`config.mk`:
```
export PLATFORM = sky130hd
export DESIGN_NAME = midi_message_note_tracker_core_flat
export DESIGN_NICKNAME = d
export VERILOG_FILES = /design/src/sv/mnt_pkg.sv /design/src/sv/mnt_msg_if.sv /design/src/sv/mnt_result_if.sv /design/src/sv/mnt_decode.sv /design/src/sv/mnt_held_scan.sv /design/src/sv/midi_message_note_tracker_core.sv /design/src/flat_wrapper.sv
export SDC_FILE = /design/constraint.sdc
export NUM_CORES = 1
export LEC_CHECK = 0
export ABC_AREA = 1
export BUFFER_PORTS_ARGS = -buffer_cell sky130_fd_sc_hd__buf_2
export CAP_MARGIN = 15
export CORE_ASPECT_RATIO = 0.6
export CORE_UTILIZATION = 45
export DETAILED_ROUTE_END_ITERATION = 10
export PLACE_DENSITY = 0.7
export SYNTH_ARGS = -nofsm -noshare
export SYNTH_HDL_FRONTEND = slang
export SYNTH_SLANG_ARGS = --single-unit
```
`constraint.sdc`:
```
create_clock -name clk -period 3.07 [get_ports clk]
set_input_delay 0.614 -clock clk [delete_from_list [all_inputs] [get_ports clk]]
set_output_delay 0.614 -clock clk [all_outputs]
set_load 0.01 [all_outputs]
```
`src/sv/mnt_pkg.sv`:
```
`default_nettype none

package mnt_pkg;

    // Message kinds as reported on the result channel
    typedef enum logic [2:0] {
        KIND_NOTEOFF   = 3'd0,
        KIND_NOTEON    = 3'd1,
        KIND_POLYPRESS = 3'd2,
        KIND_CC        = 3'd3,
        KIND_PROGRAM   = 3'd4,
        KIND_CHANPRESS = 3'd5,
        KIND_BEND      = 3'd6,
        KIND_UNKNOWN   = 3'd7
    } mnt_kind_t;

    // High nibble of the status byte
    localparam logic [3:0] STAT_NOTEOFF   = 4'h8;
    localparam logic [3:0] STAT_NOTEON    = 4'h9;
    localparam logic [3:0] STAT_POLYPRESS = 4'hA;
    localparam logic [3:0] STAT_CC        = 4'hB;
    localparam logic [3:0] STAT_PROGRAM   = 4'hC;
    localparam logic [3:0] STAT_CHANPRESS = 4'hD;
    localparam logic [3:0] STAT_BEND      = 4'hE;

    localparam logic [15:0] BEND_CENTER = 16'd8192;
    localparam logic [7:0]  NONE_HELD   = 8'hFF;

    typedef struct packed {
        mnt_kind_t          kind;
        logic [3:0]         channel;
        logic [7:0]         first_data;
        logic [7:0]         second_data;
        logic signed [15:0] bend_value;
    } mnt_decoded_t;

    // Map write requested by a note on or note off
    typedef struct packed {
        logic       wr;
        logic       on;
        logic [7:0] note;
    } mnt_update_t;

    typedef struct packed {
        logic              any_held;
        logic [7:0]        held_count;
        logic signed [7:0] lowest_held;
        logic signed [7:0] highest_held;
    } mnt_summary_t;

endpackage

`default_nettype wire

```
`src/sv/mnt_msg_if.sv`:
```
`default_nettype none

interface mnt_msg_if;
    logic        valid;
    logic        ready;
    logic [23:0] packed_message;
    logic [31:0] timestamp;

    modport source (output valid, output packed_message, output timestamp, input ready);
    modport sink (input valid, input packed_message, input timestamp, output ready);
endinterface

`default_nettype wire

```
`src/sv/mnt_result_if.sv`:
```
`default_nettype none

interface mnt_result_if;
    logic               valid;
    logic               ready;
    logic [2:0]         msg_kind;
    logic [3:0]         channel;
    logic [7:0]         first_data;
    logic [7:0]         second_data;
    logic signed [15:0] bend_value;
    logic [31:0]        stamp_out;
    logic               any_held;
    logic [7:0]         held_count;
    logic signed [7:0]  lowest_held;
    logic signed [7:0]  highest_held;

    modport source (
        output valid, input ready,
        output msg_kind, output channel, output first_data, output second_data,
        output bend_value, output stamp_out, output any_held, output held_count,
        output lowest_held, output highest_held
    );
    modport sink (
        input valid, output ready,
        input msg_kind, input channel, input first_data, input second_data,
        input bend_value, input stamp_out, input any_held, input held_count,
        input lowest_held, input highest_held
    );
endinterface

`default_nettype wire

```
`src/sv/mnt_decode.sv`:
```
`default_nettype none

module mnt_decode
    import mnt_pkg::*;
(
    input  wire logic [23:0] packed_message,
    output mnt_decoded_t     decoded,
    output mnt_update_t      update
);

    logic [7:0]  status;
    logic [7:0]  d1;
    logic [7:0]  d2;
    logic [15:0] bend_raw;

    assign status   = packed_message[7:0];
    assign d1       = packed_message[15:8];
    assign d2       = packed_message[23:16];
    assign bend_raw = {1'b0, d2, 7'b0} | {8'b0, d1};

    always_comb
    begin
        decoded.kind        = KIND_UNKNOWN;
        decoded.channel     = status[3:0];
        decoded.first_data  = d1;
        decoded.second_data = d2;
        decoded.bend_value  = '0;
        update.wr           = 1'b0;
        update.on           = 1'b0;
        update.note         = d1;
        unique case (status[7:4])
            STAT_NOTEOFF:
            begin
                decoded.kind = KIND_NOTEOFF;
                update.wr    = 1'b1;
            end
            STAT_NOTEON:
            begin
                // velocity zero releases the note
                decoded.kind = (d2 != 8'd0) ? KIND_NOTEON : KIND_NOTEOFF;
                update.wr    = 1'b1;
                update.on    = (d2 != 8'd0);
            end
            STAT_POLYPRESS:
            begin
                decoded.kind = KIND_POLYPRESS;
            end
            STAT_CC:
            begin
                decoded.kind = KIND_CC;
            end
            STAT_PROGRAM:
            begin
                decoded.kind        = KIND_PROGRAM;
                decoded.second_data = '0;
            end
            STAT_CHANPRESS:
            begin
                decoded.kind        = KIND_CHANPRESS;
                decoded.second_data = '0;
            end
            STAT_BEND:
            begin
                decoded.kind       = KIND_BEND;
                decoded.bend_value = $signed(bend_raw - BEND_CENTER);
            end
            default:
            begin
                decoded.kind        = KIND_UNKNOWN;
                decoded.first_data  = '0;
                decoded.second_data = '0;
            end
        endcase
    end

endmodule

`default_nettype wire

```
`src/sv/mnt_held_scan.sv`:
```
`default_nettype none

module mnt_held_scan
    import mnt_pkg::*;
#(
    parameter int NOTE_SLOTS = 128
)
(
    input  wire logic   clk,
    input  wire logic   rst_n,
    input  wire logic   start,
    input  mnt_update_t update,
    output logic        busy,
    output mnt_summary_t summary
);

    localparam int IDX_W = (NOTE_SLOTS > 1) ? $clog2(NOTE_SLOTS) : 1;
    localparam int CNT_W = $clog2(NOTE_SLOTS + 1);
    localparam logic [IDX_W-1:0] LAST_POS = IDX_W'(NOTE_SLOTS - 1);
    localparam logic [8:0]       SLOTS_9  = 9'(NOTE_SLOTS);

    logic [NOTE_SLOTS-1:0] map_reg,   map_next;
    logic [NOTE_SLOTS-1:0] map_rot;
    logic                  busy_reg,  busy_next;
    logic [IDX_W-1:0]      pos_reg,   pos_next;
    logic [CNT_W-1:0]      count_reg, count_next;
    logic                  found_reg, found_next;
    logic [IDX_W-1:0]      low_reg,   low_next;
    logic [IDX_W-1:0]      high_reg,  high_next;
    logic                  in_range;

    // While busy, the map rotates one slot per cycle; slot 0 is the bit under inspection.
    generate
        if (NOTE_SLOTS > 1)
        begin : g_rot
            assign map_rot = {map_reg[0], map_reg[NOTE_SLOTS-1:1]};
        end
        else
        begin : g_norot
            assign map_rot = map_reg;
        end
    endgenerate

    assign in_range = ({1'b0, update.note} < SLOTS_9);

    always_comb
    begin
        map_next   = map_reg;
        busy_next  = busy_reg;
        pos_next   = pos_reg;
        count_next = count_reg;
        found_next = found_reg;
        low_next   = low_reg;
        high_next  = high_reg;
        priority if (start)
        begin
            if (update.wr && in_range)
            begin
                map_next[update.note[IDX_W-1:0]] = update.on;
            end
            busy_next  = 1'b1;
            pos_next   = '0;
            count_next = '0;
            found_next = 1'b0;
        end
        else if (busy_reg)
        begin
            map_next = map_rot;
            if (map_reg[0])
            begin
                count_next = count_reg + CNT_W'(1);
                found_next = 1'b1;
                high_next  = pos_reg;
                if (!found_reg)
                begin
                    low_next = pos_reg;
                end
            end
            pos_next = pos_reg + IDX_W'(1);
            // full turn brings the map back to its home position
            if (pos_reg == LAST_POS)
            begin
                busy_next = 1'b0;
            end
        end
        else
        begin
            // hold the map and the last summary while idle
            busy_next = 1'b0;
        end
    end

    always_ff @(posedge clk or negedge rst_n)
    begin
        if (!rst_n)
        begin
            map_reg   <= '0;
            busy_reg  <= 1'b0;
            pos_reg   <= '0;
            count_reg <= '0;
            found_reg <= 1'b0;
        end
        else
        begin
            map_reg   <= map_next;
            busy_reg  <= busy_next;
            pos_reg   <= pos_next;
            count_reg <= count_next;
            found_reg <= found_next;
        end
    end

    always_ff @(posedge clk)
    begin
        low_reg  <= low_next;
        high_reg <= high_next;
    end

    assign busy                 = busy_reg;
    assign summary.any_held     = found_reg;
    assign summary.held_count   = 8'(count_reg);
    assign summary.lowest_held  = found_reg ? $signed(8'(low_reg)) : $signed(NONE_HELD);
    assign summary.highest_held = found_reg ? $signed(8'(high_reg)) : $signed(NONE_HELD);

endmodule

`default_nettype wire

```
`src/sv/midi_message_note_tracker_core.sv`:
```
`default_nettype none

// MIDI short-message decoder with a held-note tracker. Each transaction on
// msg carries a packed status/data1/data2 message and a timestamp; exactly one
// result transaction follows with the decoded kind, channel, data bytes, pitch
// bend value, the timestamp and a summary of the held-note map after the
// update (any held, count, lowest and highest note, -1 when none). The map of
// NOTE_SLOTS notes is cleared by reset. After a message is taken, the map is
// scanned one note per cycle, and the result is registered once the scan is
// done and the output register is free; the bit-serial scan keeps a further
// message waiting until the previous scan has ended. A new message is taken as
// soon as the previous result has moved into the output register, even while
// that result still waits.
module midi_message_note_tracker_core
    import mnt_pkg::*;
#(
    parameter int NOTE_SLOTS = 128
)
(
    input  wire logic    clk,
    input  wire logic    rst_n,
    mnt_msg_if.sink      msg,
    mnt_result_if.source result
);

    mnt_decoded_t  decoded;
    mnt_update_t   update;
    mnt_summary_t  summary;
    logic          scan_busy;
    logic          accept;
    logic          load;

    logic          pend_reg,  pend_next;
    logic          valid_reg, valid_next;
    mnt_decoded_t  stage_reg;
    logic [31:0]   stamp_reg;
    mnt_decoded_t  out_dec_reg;
    logic [31:0]   out_stamp_reg;
    mnt_summary_t  out_sum_reg;

    mnt_decode u_decode (
        .packed_message (msg.packed_message),
        .decoded        (decoded),
        .update         (update)
    );

    mnt_held_scan #(
        .NOTE_SLOTS (NOTE_SLOTS)
    ) u_scan (
        .clk     (clk),
        .rst_n   (rst_n),
        .start   (accept),
        .update  (update),
        .busy    (scan_busy),
        .summary (summary)
    );

    // Move a finished scan into the output register once it is free.
    assign load      = pend_reg && !scan_busy && (!valid_reg || result.ready);
    assign msg.ready = !pend_reg || load;
    assign accept    = msg.valid && msg.ready;

    always_comb
    begin
        pend_next  = pend_reg;
        valid_next = valid_reg;
        if (result.ready)
        begin
            valid_next = 1'b0;
        end
        if (load)
        begin
            pend_next  = 1'b0;
            valid_next = 1'b1;
        end
        if (accept)
        begin
            pend_next = 1'b1;
        end
    end

    always_ff @(posedge clk or negedge rst_n)
    begin
        if (!rst_n)
        begin
            pend_reg  <= 1'b0;
            valid_reg <= 1'b0;
        end
        else
        begin
            pend_reg  <= pend_next;
            valid_reg <= valid_next;
        end
    end

    always_ff @(posedge clk)
    begin
        if (accept)
        begin
            stage_reg <= decoded;
            stamp_reg <= msg.timestamp;
        end
        if (load)
        begin
            out_dec_reg   <= stage_reg;
            out_stamp_reg <= stamp_reg;
            out_sum_reg   <= summary;
        end
    end

    assign result.valid        = valid_reg;
    assign result.msg_kind     = out_dec_reg.kind;
    assign result.channel      = out_dec_reg.channel;
    assign result.first_data   = out_dec_reg.first_data;
    assign result.second_data  = out_dec_reg.second_data;
    assign result.bend_value   = out_dec_reg.bend_value;
    assign result.stamp_out    = out_stamp_reg;
    assign result.any_held     = out_sum_reg.any_held;
    assign result.held_count   = out_sum_reg.held_count;
    assign result.lowest_held  = out_sum_reg.lowest_held;
    assign result.highest_held = out_sum_reg.highest_held;

endmodule

`default_nettype wire
```
`src/flat_wrapper.sv`:
```
// flat-port wrapper written by rule: the top's interface ports become plain ports
module midi_message_note_tracker_core_flat import mnt_pkg::*;
#(
    parameter int NOTE_SLOTS = 128
)
  (clk, rst_n, msg_valid, msg_packed_message, msg_timestamp, msg_ready, result_valid, result_ready, result_msg_kind, result_channel, result_first_data, result_second_data, result_bend_value, result_stamp_out, result_any_held, result_held_count, result_lowest_held, result_highest_held);
  mnt_msg_if msg_i ();
  mnt_result_if result_i ();
  input  wire logic clk;
  input  wire logic rst_n;
  input wire logic [$bits(msg_i.valid)-1:0] msg_valid;
  input wire logic [$bits(msg_i.packed_message)-1:0] msg_packed_message;
  input wire logic [$bits(msg_i.timestamp)-1:0] msg_timestamp;
  output wire logic [$bits(msg_i.ready)-1:0] msg_ready;
  output wire logic [$bits(result_i.valid)-1:0] result_valid;
  input wire logic [$bits(result_i.ready)-1:0] result_ready;
  output wire logic [$bits(result_i.msg_kind)-1:0] result_msg_kind;
  output wire logic [$bits(result_i.channel)-1:0] result_channel;
  output wire logic [$bits(result_i.first_data)-1:0] result_first_data;
  output wire logic [$bits(result_i.second_data)-1:0] result_second_data;
  output wire logic [$bits(result_i.bend_value)-1:0] result_bend_value;
  output wire logic [$bits(result_i.stamp_out)-1:0] result_stamp_out;
  output wire logic [$bits(result_i.any_held)-1:0] result_any_held;
  output wire logic [$bits(result_i.held_count)-1:0] result_held_count;
  output wire logic [$bits(result_i.lowest_held)-1:0] result_lowest_held;
  output wire logic [$bits(result_i.highest_held)-1:0] result_highest_held;
  assign msg_i.valid = msg_valid;
  assign msg_i.packed_message = msg_packed_message;
  assign msg_i.timestamp = msg_timestamp;
  assign msg_ready = msg_i.ready;
  assign result_valid = result_i.valid;
  assign result_i.ready = result_ready;
  assign result_msg_kind = result_i.msg_kind;
  assign result_channel = result_i.channel;
  assign result_first_data = result_i.first_data;
  assign result_second_data = result_i.second_data;
  assign result_bend_value = result_i.bend_value;
  assign result_stamp_out = result_i.stamp_out;
  assign result_any_held = result_i.any_held;
  assign result_held_count = result_i.held_count;
  assign result_lowest_held = result_i.lowest_held;
  assign result_highest_held = result_i.highest_held;
  midi_message_note_tracker_core #(.NOTE_SLOTS(NOTE_SLOTS)) u_core (.clk(clk), .rst_n(rst_n), .msg(msg_i), .result(result_i));
endmodule
```
==> flow_metrics.tcl <==
set metrics [dict create \
    status "finished, final reports clean" \
    min_path_type "input pin to asynchronous set/reset pin" \
    grt_usage 0.215 \
    r2r_slack_ps 920 \
    clock-sinks 327 \
    clock_latency_ps 580 \
    drive_above_1_share 0.138 \
    switchingPower_mw 4.14 \
    cts_made_buffers 30 \
    layout_common_cells "685 x nand2_1, 399 x nand3_1, 180 x edfxtp_1" \
    vdd_ir_drop_max_v 0.000615 \
    seq_area_frac_synth 0.585 \
    routed-via-count 12600 \
    powerDensity_nw_per_um2 733 \
    grt_pass1_vias 11800 \
    synth_cells 1799 \
    grt_max_degree 257 \
    internal_power_mw 8.89 \
    h-tree-depth 1 \
    start_util 0.459 \
    reg2reg_depth 8 \
    required_ps 2460 \
    cts_resized 0 \
    finalHoldWorstSlack_ps 74.3 \
    crit_chain "inv_2 -> nand3_2 -> nand2_2 -> buf_2" \
    crit_type "flop to output port" \
    final_area_um2 17800 \
    critPathMaxFanout 5 \
    holdBufCountCts 0 \
    rr_endpoint "u_core.u_scan.map_reg[118]" \
    leakage_nw 7.88 \
    viasPerCell 5.28 \
    critPathBufInv 2 \
    synth_top_area_share 0.348 \
    timing.fmax_mhz 448 \
    postPlaceCellArea_um2 16600 \
    largest_reg_flops 128 \
    cp-end-kind "output port" \
    path_clk_slew_ps 70 \
    port_buffers 157 \
    core_um2 33800 \
    syn_area_um2 15500 \
    row_count 52 \
    grt_antenna_before_repair 0 \
    ant_nets 0 \
    setup_violations 0 \
    max_stage_delay_ps 450 \
    grt_setup_unrepaired "no" \
    dieArea_um2 35300 \
    tns_ps 0 \
    gp_congestion 0.784 \
    path_delay_family "flip-flops" \
    chipHeight_um 146 \
    comb_power_share 0.228 \
    wirelength_mm 38.2 \
    switching_share 0.317 \
    n_antenna_cell 0 \
    finalCritPeriodShare 0.727 \
    synth-seq-cells 327 \
    cts_tree "built" \
    worst_slew_pin_slew_ps 1160 \
    post_drt_wl_per_cell_um 16.0 \
    die_x_um 242 \
    drv_slew 0 \
    crit_path_top_delay_cell "dfrtp_1" \
    finClkSkew_ps 24.6 \
    cts_buffer_depth 3 \
    io_pins 158 \
    max-slew-margin-rel 0.228 \
    ys_warn_count 0 \
    drc 0 \
    cts-root-buf "clkbuf_16" \
    critPathLaunchType "flop" \
    synthesis.nets 1863 \
    final_common_cell "nand2_1" \
    hold_violations 0 \
    r2r-start "u_core.u_scan.busy" \
    avgSynthCellArea_um2 8.62 \
    syn2layout_area_growth_pct 14.6 \
    maxCapViolCount 0 \
    globalRoute.totalOverflow 0 \
    synth_area_leaders "edfxtp_1 35%, dfrtp_1 24%, nand2_1 17%" \
    power_frac_seq 0.443 \
    firstDrtPassIters 6 \
    grt_pass1_wl_mm 61.8 \
    total_power_mw 13.0 \
    cp.arrival_ps 1620 \
    post-cts-setup-buffer-count 0 \
    clockPowerShare 0.329 \
    synth_top_cell_by_area "edfxtp_1" \
    finalCriticalPeriod_ps 2230 \
    drt_iter0_markers 1191 \
    synth.distinct_cells 31 \
    fin_nets 1970 \
    dpl.hpwl_mm 23.0 \
]
[how the worst max path moves through the flow]
stage	start	slack, ps	cells after the start	to
after global placement	result_ready	780	9	u_core.u_scan.map_reg[108]
after detailed placement	result_ready	680	9	u_core.u_scan.map_reg[108]
after CTS	u_core.u_scan.busy	800	4	msg_ready
final	u_core.u_scan.busy	840	4	msg_ready
after floorplan	result_ready	440	4	u_core.result.any_held
after global routing	u_core.u_scan.busy	720	8	u_core.u_scan.map_reg[119]
[through the flow]
| step | util | instances | setup WS [ps] |
|---|---|---|---|
| CTS | 0.526 | 2389 | 803 |
| finish | 0.526 | 2389 | 839 |
| floorplan | - | 1799 | 443 |
| global placement | 0.492 | 2333 | 785 |
| detailed placement | 0.492 | 2333 | 678 |
| global route | 0.526 | 2389 | 722 |
[power groups by stage]
| stage | registers [mW] | clock network (mW) | logic [mW] |
|---|---|---|---|
| global placement | 5.84 | 0 | 2.86 |
| detailed placement | 5.86 | 0 | 2.96 |
| global route | 5.84 | 4.50 | 3.29 |
| finish | 5.78 | 4.29 | 2.96 |
| floorplan | 5.92 | 0 | 1.98 |
| CTS | 5.78 | 4.35 | 2.96 |
[worst reg2reg max path: cells and delay by family, from the launching register on]
kind            cells  cell delay, ps
simple gates        5             770
flops               1             450
compound gates      1             100
buf+inv             2             760
[logic make-up after synthesis]
family,Yosys count,synth area share
compound gates,23,0.00822
flops,327,0.585
simple gates,1290,0.350
xor+xnor,5,0.00282
fa+ha+maj,4,0.00323
buf+inv,150,0.0506
[final cells by class]
cell class	instances	area, um^2
inverter	41	158
clock buffer	39	866
clock inverter	17	283
timing repair buffer	184	1140
fill	3009	16100
sequential	327	9080
multi-input combinational	1322	5670
tap	459	574
[routing by layer]
layer / wire, um / part of all wire / track usage
met1: 17300 / 0.45 / 0.308
met2: 17700 / 0.46 / 0.339
met3: 2190 / 0.057 / 0.0313
met4: 1010 / 0.026 / 0.0642
met5: 0 / 0 / 0
[synth_stat cells, drive strengths merged]
master and count:
o21ai 10, edfxtp 180, clkbuf 24, xor2 4
inv 41, nand2 687, dfrtp 147, ha 4
xnor2 1, buf 85, a31oi 2, a21oi 9
nand3 400, o22ai 2, nand3b 1, nor3b 1
or2 14, nor3 4, nor2 182, nand4 1
Note: power is estimated with default switching activity, not from simulation.
